File: src/assert_macros.svh
// Assertion macros shared by the encoder counter RTL.
`ifndef ASSERT_MACROS_SVH
`define ASSERT_MACROS_SVH

// Property that must hold on every clock edge out of reset.
`define REC_ASSERT(label, prop, msg) \
    label: assert property (@(posedge i_clk) disable iff (!i_rst_n) (prop)) \
        else $error(msg);

// Property with a same-cycle trigger and a next-cycle consequence.
`define REC_ASSERT_NEXT(label, trig, cons, msg) \
    label: assert property (@(posedge i_clk) disable iff (!i_rst_n) \
        (trig) |=> (cons)) else $error(msg);

// Value that never decreases once out of reset.
`define REC_ASSERT_KEEP(label, sig, msg) \
    label: assert property (@(posedge i_clk) disable iff (!i_rst_n) \
        $past(i_rst_n) |-> ((sig) >= $past(sig))) else $error(msg);

`endif

File: src/rec_pkg.sv
// Types, constants and helpers of the rotary encoder step counter.
package rec_pkg;

    // Width of the internal hit counters.
    localparam int COUNTER_BITS = 16;
    // Width of the hit fields in the result word.
    localparam int HIT_W        = 16;
    // Common width large enough for both, used for resizing.
    localparam int EXT_W        = (COUNTER_BITS > HIT_W) ? COUNTER_BITS : HIT_W;

    localparam int TIMER_W      = 16;
    localparam int POS_W        = 16;
    localparam int DIR_W        = 2;

    localparam logic [TIMER_W-1:0] DEBOUNCE_RESET = TIMER_W'(5);
    localparam logic [TIMER_W-1:0] TIMER_MAX      = {TIMER_W{1'b1}};
    localparam logic [COUNTER_BITS-1:0] CNT_MAX   = {COUNTER_BITS{1'b1}};

    // Step direction codes.
    localparam logic [DIR_W-1:0] DIR_NONE = 2'd0;
    localparam logic [DIR_W-1:0] DIR_UP   = 2'd1;
    localparam logic [DIR_W-1:0] DIR_DOWN = 2'd2;

    typedef logic [COUNTER_BITS-1:0] t_cnt;

    // Input word: one sample of both lines plus the millisecond tick.
    typedef struct packed {
        logic pin_a;
        logic pin_b;
        logic ms_tick;
    } t_in_word;

    // Result word.
    typedef struct packed {
        logic signed [POS_W-1:0] position;
        logic [DIR_W-1:0]        step_dir;
        logic [HIT_W-1:0]        debounce_a_hits;
        logic [HIT_W-1:0]        debounce_b_hits;
        logic [HIT_W-1:0]        fail_a_hits;
        logic [HIT_W-1:0]        fail_b_hits;
    } t_out_word;

    // Decoder state carried from word to word.
    typedef struct packed {
        logic               prev_a;
        logic               prev_b;
        logic [TIMER_W-1:0] elapsed_ms;
        logic [POS_W-1:0]   step_count;
        t_cnt               deb_a_count;
        t_cnt               deb_b_count;
        t_cnt               fail_a_count;
        t_cnt               fail_b_count;
    } t_state;

    // Saturating increment of a hit counter.
    function automatic t_cnt sat_inc(input t_cnt v);
        return (v == CNT_MAX) ? v : v + 1'b1;
    endfunction

    // Low HIT_W bits of a hit counter, zero-extended when narrower.
    function automatic logic [HIT_W-1:0] to_hits(input t_cnt v);
        logic [EXT_W-1:0] ext;
        ext = EXT_W'(v);
        return ext[HIT_W-1:0];
    endfunction

endpackage

File: src/rec_step_logic.sv
// Next-state and result logic for one encoder sample.
module rec_step_logic (
    input  rec_pkg::t_state            i_state,
    input  rec_pkg::t_in_word          i_word,
    input  logic [rec_pkg::TIMER_W-1:0] i_debounce_ms,
    output rec_pkg::t_state            o_state,
    output rec_pkg::t_out_word         o_word
);
    import rec_pkg::*;

    logic               fall_a;
    logic               fall_b;
    logic [TIMER_W-1:0] el_tick;
    logic [TIMER_W-1:0] el_after_a;
    logic [DIR_W-1:0]   dir;
    t_state             nxt;

    // Falling edges against the previous sample.
    assign fall_a = i_state.prev_a & ~i_word.pin_a;
    assign fall_b = i_state.prev_b & ~i_word.pin_b;

    // Tick first, saturating at the ceiling.
    assign el_tick = (i_word.ms_tick && (i_state.elapsed_ms != TIMER_MAX))
                   ? i_state.elapsed_ms + 1'b1 : i_state.elapsed_ms;

    always_comb begin
        nxt            = i_state;
        nxt.elapsed_ms = el_tick;
        dir            = DIR_NONE;

        // Line A: handled before line B.
        if (fall_a) begin
            if (!i_word.pin_b) begin
                nxt.fail_a_count = sat_inc(i_state.fail_a_count);
            end else if (el_tick > i_debounce_ms) begin
                nxt.elapsed_ms = '0;
                nxt.step_count = i_state.step_count + 1'b1;
                dir            = DIR_UP;
            end else begin
                nxt.deb_a_count = sat_inc(i_state.deb_a_count);
            end
        end
        el_after_a = nxt.elapsed_ms;

        // Line B sees the timer as line A left it.
        if (fall_b) begin
            if (!i_word.pin_a) begin
                nxt.fail_b_count = sat_inc(i_state.fail_b_count);
            end else if (el_after_a > i_debounce_ms) begin
                nxt.elapsed_ms = '0;
                nxt.step_count = nxt.step_count - 1'b1;
                dir            = DIR_DOWN;
            end else begin
                nxt.deb_b_count = sat_inc(i_state.deb_b_count);
            end
        end

        nxt.prev_a = i_word.pin_a;
        nxt.prev_b = i_word.pin_b;
    end

    assign o_state = nxt;

    // Result word from the updated state.
    always_comb begin
        o_word.position        = $signed(nxt.step_count);
        o_word.step_dir        = dir;
        o_word.debounce_a_hits = to_hits(nxt.deb_a_count);
        o_word.debounce_b_hits = to_hits(nxt.deb_b_count);
        o_word.fail_a_hits     = to_hits(nxt.fail_a_count);
        o_word.fail_b_hits     = to_hits(nxt.fail_b_count);
    end

endmodule

File: src/rotary_encoder_debounced_counter_core.sv
// Rotary encoder step counter with debounce and per-line hit statistics.
// Each input word is one sample of encoder lines A and B plus a millisecond
// tick; each accepted word yields exactly one result word carrying the signed
// position, the step taken by this sample and four saturating hit counters.
// The block takes one word per clock: a word passes an input register, then
// the single step of decode logic, and lands in the result register. The decoder
// state updates in that same step, so the word after it sees the updated state.
// Words stop entering only while a result is held and the output side is stalled.
// The debounce_ms register (reset 5) is written through the configuration channel,
// which is always ready; write it only while no word is in flight.
module rotary_encoder_debounced_counter_core (
    input  logic                         i_clk,
    input  logic                         i_rst_n,
    // input words
    input  logic                         i_in_valid,
    output logic                         o_in_stall,
    input  rec_pkg::t_in_word            i_in_word,
    // result words
    output logic                         o_out_valid,
    input  logic                         i_out_stall,
    output rec_pkg::t_out_word           o_out_word,
    // debounce_ms register write
    input  logic                         i_cfg_valid,
    output logic                         o_cfg_ready,
    input  logic [rec_pkg::TIMER_W-1:0]  i_cfg_data
);
    import rec_pkg::*;
    `include "assert_macros.svh"

    logic               advance;
    logic               r_in_valid;
    t_in_word           r_in_word;
    logic               r_out_valid;
    t_out_word          r_out_word;
    t_state             r_state;
    t_state             n_state;
    t_out_word          n_out_word;
    logic [TIMER_W-1:0] r_debounce_ms;

    // Pipeline moves unless a held result is stalled.
    assign advance    = !(r_out_valid && i_out_stall);
    assign o_in_stall = !advance;
    assign o_cfg_ready = 1'b1;

    // Configuration register.
    always_ff @(posedge i_clk) begin
        if (!i_rst_n) begin
            r_debounce_ms <= DEBOUNCE_RESET;
        end else if (i_cfg_valid) begin
            r_debounce_ms <= i_cfg_data;
        end
    end

    // Input register.
    always_ff @(posedge i_clk) begin
        if (!i_rst_n) begin
            r_in_valid <= 1'b0;
        end else if (advance) begin
            r_in_valid <= i_in_valid;
        end
    end

    always_ff @(posedge i_clk) begin
        if (advance && i_in_valid) begin
            r_in_word <= i_in_word;
        end
    end

    // Decode step.
    rec_step_logic u_step (
        .i_state       (r_state),
        .i_word        (r_in_word),
        .i_debounce_ms (r_debounce_ms),
        .o_state       (n_state),
        .o_word        (n_out_word)
    );

    // Decoder state and result valid.
    always_ff @(posedge i_clk) begin
        if (!i_rst_n) begin
            r_out_valid          <= 1'b0;
            r_state.prev_a       <= 1'b1;
            r_state.prev_b       <= 1'b1;
            r_state.elapsed_ms   <= '0;
            r_state.step_count   <= '0;
            r_state.deb_a_count  <= '0;
            r_state.deb_b_count  <= '0;
            r_state.fail_a_count <= '0;
            r_state.fail_b_count <= '0;
        end else if (advance) begin
            r_out_valid <= r_in_valid;
            if (r_in_valid) begin
                r_state <= n_state;
            end
        end
    end

    // Result register.
    always_ff @(posedge i_clk) begin
        if (advance && r_in_valid) begin
            r_out_word <= n_out_word;
        end
    end

    assign o_out_valid = r_out_valid;
    assign o_out_word  = r_out_word;

    // A word in the input register reaches the result register next clock when the pipeline advances.
    `REC_ASSERT_NEXT(a_word_lands, advance && r_in_valid, r_out_valid, "word lost in decode")
    // A held result always matches the current position.
    `REC_ASSERT(a_pos_match, !r_out_valid || r_out_word.position == r_state.step_count, "stale pos")
    // Fail counters never go backwards.
    `REC_ASSERT_KEEP(a_fail_a_mono, r_state.fail_a_count, "fail_a counter decreased")
    `REC_ASSERT_KEEP(a_fail_b_mono, r_state.fail_b_count, "fail_b counter decreased")

endmodule
File: config.mk
export PLATFORM = sky130hd
export DESIGN_NAME = rotary_encoder_debounced_counter_core
export DESIGN_NICKNAME = d
export VERILOG_FILES = /design/src/rec_pkg.sv /design/src/rec_step_logic.sv /design/src/rotary_encoder_debounced_counter_core.sv
export VERILOG_INCLUDE_DIRS = /design/src /design/src/src
export SDC_FILE = /design/constraint.sdc
export NUM_CORES = 1
export LEC_CHECK = 0
export ABC_AREA = 1
export BUFFER_PORTS_ARGS = -buffer_cell sky130_fd_sc_hd__buf_4
export CAP_MARGIN = 20
export CORE_ASPECT_RATIO = 0.8
export CORE_MARGIN = 2
export CORE_UTILIZATION = 57
export DETAILED_ROUTE_END_ITERATION = 12
export HOLD_SLACK_MARGIN = 0.02
export PLACE_DENSITY_LB_ADDON = 0.08
export SYNTH_ARGS = -nofsm -noshare
export SYNTH_HDL_FRONTEND = slang
export SYNTH_SLANG_ARGS = --single-unit
export TNS_END_PERCENT = 1
File: constraint.sdc
create_clock -name i_clk -period 8.8 [get_ports i_clk]
set_input_delay 2.64 -clock i_clk [delete_from_list [all_inputs] [get_ports i_clk]]
set_output_delay 2.64 -clock i_clk [all_outputs]
set_load 0.05 [all_outputs]
==> results_dict.tcl <==
set metrics [dict create \
    end_kind "output port" \
    dr_total_vias 8510 \
    path_common_cell "buf_4" \
    nFillCells 1564 \
    grt-ovfl-total 0 \
    ys.flop_type "dfxtp_1" \
    finalSetupViolations 0 \
    hpwl_um 15700 \
    core_mm2 0.0182 \
    area_growth_pct 15.8 \
    netlist_instances 1310 \
    final.min_clock_period_ns 5.78 \
    synth_top_family_by_area "simple AND/OR/NAND/NOR gates" \
    rsz0062_at_grt "no" \
    die_h_um 126 \
    drcViolationCount 0 \
    yosys_register_bits 201 \
    irDropWorstVdd_v 0.000144 \
    cts_inserted_buffers 21 \
    cp_top_family "buffers and inverters" \
    antenna_found_initial 0 \
    synth_mux_area_share_pct 0.0941 \
    drive_gt1_share_pct 14.9 \
    stdcell_area_mm2 0.0123 \
    hold_class "register to register" \
    ant_nets 0 \
    syn_area_mm2 0.0106 \
    clk_latency_ns 0.50 \
    nNetsFinal 1465 \
    cts_htree_levels 1 \
    diodes 0 \
    clkTransAtPathRegs_ns 0.06 \
    synthAdderAreaFrac_pct 4.59 \
    layout_common_cells "inv_1, nand2_1, dfxtp_1" \
    syn-num-nets 1373 \
    grt_pass1_wl_um 36900 \
    leakagePower_uw 0.00571 \
    fin_setup_tns_ns 0 \
    rr_worst_depth 33 \
    reg2reg_from "r_state[83]" \
    rows 44 \
    drt_iter0_drc 531 \
    cts_tree "done" \
    fin_hold_ws_ns 0.467 \
    async_reset_ff_share_pct 0 \
    hold_viol 0 \
    setup.worst_path.start_class "input pin" \
    finalPower_uw 2340 \
    status "completed" \
    dieArea_mm2 0.0198 \
    crit_arrival_ns 3.14 \
    slew_violations 0 \
    max_clock_freq_mhz 173 \
    drv_cap 0 \
    ctsHoldBuffers 0 \
    fin_skew_ns 0.0161 \
    ys_seq_area_share_pct 45.8 \
    clockBufferDepth 3 \
    cp_max_fo 3 \
    grt_pass1_vias 7724 \
    cts_root_buf "clkbuf_16" \
    vias_per_cell 5.10 \
    ctsResizeCount 0 \
    worstSetupPathType "input pin to output port" \
    finalCritPeriodShare_pct 65.7 \
    hold_end "r_in_valid" \
    yosys_warnings 0 \
    io_pins 109 \
    synth_cell_type_count 49 \
    hp-start "r_in_valid" \
    r2r_setup_slack_ns 3.05 \
    gp_congestion 0.849 \
    crit_required_ns 6.16 \
    crit_path_cell_trace "buf_4 -> nand2_1 -> inv_1 -> buf_4" \
    drt-pass1-iter-count 5 \
    synth_compound_area_share_pct 12.2 \
    synth_enable_flop_cells 85 \
    grt_max_degree 90 \
    powerDensity_mw_per_mm2 190 \
    cts_setup_buffers 0 \
    syn_area_per_cell_um2 8.12 \
    place_area_mm2 0.0116 \
    cp_num_cells 4 \
    io_buffers 107 \
    crit_path_top_delay_cell "buf_4" \
    relSlewSlack_pct 33.9 \
    final_common_cell "inv_1" \
    initial_core_util_pct 58.3 \
    wl_per_cell_um 13.3 \
    slowest_delay_ns 0.22 \
    clock_sink_count 201 \
    wl_um 22300 \
    synthXorXnorAreaFrac_pct 6.24 \
    finalCoreUtilization_pct 67.6 \
    die_x_um 157 \
    tightestPinTransition_ns 0.992 \
    worstHoldPathCells 2 \
    synthSimpleGateAreaFrac_pct 20.2 \
    worst-path-buf-inv 3 \
    r2r-end "r_state[40]" \
    grt_util_all_layers_pct 22.5 \
]
[power by group]
part           leakage (uW)  switching [uW]  internal [uW]
combinational       0.00358             241           97.9
clock              0.000352             355            576
sequential          0.00178            31.5           1040
[worst reg2reg max path: cells and delay by family (launching register included)]
family | cells | cell delay [ns]
AOI/OAI and AO/OA | 1 | 0.08
xor gates and xnor gates | 2 | 0.38
adders and majority gates | 2 | 0.62
buffers and inverters | 6 | 0.51
DFF | 1 | 0.41
and+or+nand+nor | 22 | 3.67
[synthesized netlist by cell type (2+ instances only)]
master / instances / share of area (%)
a22oi_1: 15 / 1.1
o211ai_1: 3 / 0.21
edfxtp_1: 85 / 24
buf_2: 6 / 0.28
nor4_1: 5 / 0.29
o21bai_1: 3 / 0.21
buf_6: 4 / 0.42
nand3_2: 5 / 0.47
nor3_2: 6 / 0.56
nand2_2: 15 / 0.88
xnor2_1: 7 / 0.58
nand2_1: 200 / 7.1
xor2_2: 2 / 0.31
nand4_1: 20 / 1.2
a21oi_2: 3 / 0.25
o21ai_0: 96 / 4.5
a21oi_1: 106 / 5.0
nand4_2: 3 / 0.35
xor2_1: 65 / 5.4
nor2_4: 6 / 0.64
nor2_2: 9 / 0.53
nor3_1: 23 / 1.1
clkinv_1: 4 / 0.14
a211oi_1: 3 / 0.21
ha_1: 39 / 4.6
a31oi_1: 2 / 0.12
inv_2: 12 / 0.42
inv_1: 234 / 8.3
nor2_1: 96 / 3.4
o21ai_1: 8 / 0.38
nand3_1: 63 / 3.0
clkbuf_1: 30 / 1.1
dfxtp_1: 116 / 22
[registers in the layout, summed over array words and instances (netlist names)]
signal and cells:
r_state 98, o_out_word 82, r_debounce_ms 16, r_in_word 3
o_out_valid 1, r_in_valid 1
[worst max path at each step]
stage                     start             to  slack (ns)
floorplan           i_out_stall  o_out_word[0]        2.39
global placement    i_out_stall     o_in_stall        3.03
detailed placement  i_out_stall     o_in_stall        3.02
CTS                 i_out_stall     o_in_stall        3.01
global route        r_state[80]    r_state[69]        2.46
finish              i_out_stall     o_in_stall        3.02
[cells by family (layout without fill, tap and decap cells)]
group / after synthesis / count (layout)
simple gates: 458 / 458
other cells: 1 / 1
compound gates: 243 / 243
flops: 201 / 201
xor+xnor: 74 / 74
mux: 1 / 1
buf+inv: 293 / 400
fa+ha+maj: 39 / 39
[layer usage]
metal | wire length [um] | track usage [%]
met3 | 1170 | 3.79
met4 | 448 | 5.45
met5 | 0 | 0
met1 | 11000 | 32.6
met2 | 9680 | 35.2
[cell type report]
type,count,area [um^2],share of cell area [%]
clock buffers,30,579,4.70
repair buffers,111,833,6.77
flip-flops and latches,201,4870,39.6
clock inverters,8,143,1.16
multi-input cells,816,4620,37.5
well taps,253,317,2.57
inverters,251,948,7.70
[metrics by stage]
stage	instances	worst slack (ns)
after floorplan	1310	2.39
after global placement	1632	3.03
after detailed placement	1632	3.02
after CTS	1670	3.01
after global routing	1670	2.46
final	1670	3.02
No activity file was read; power rests on OpenSTA's default activity.
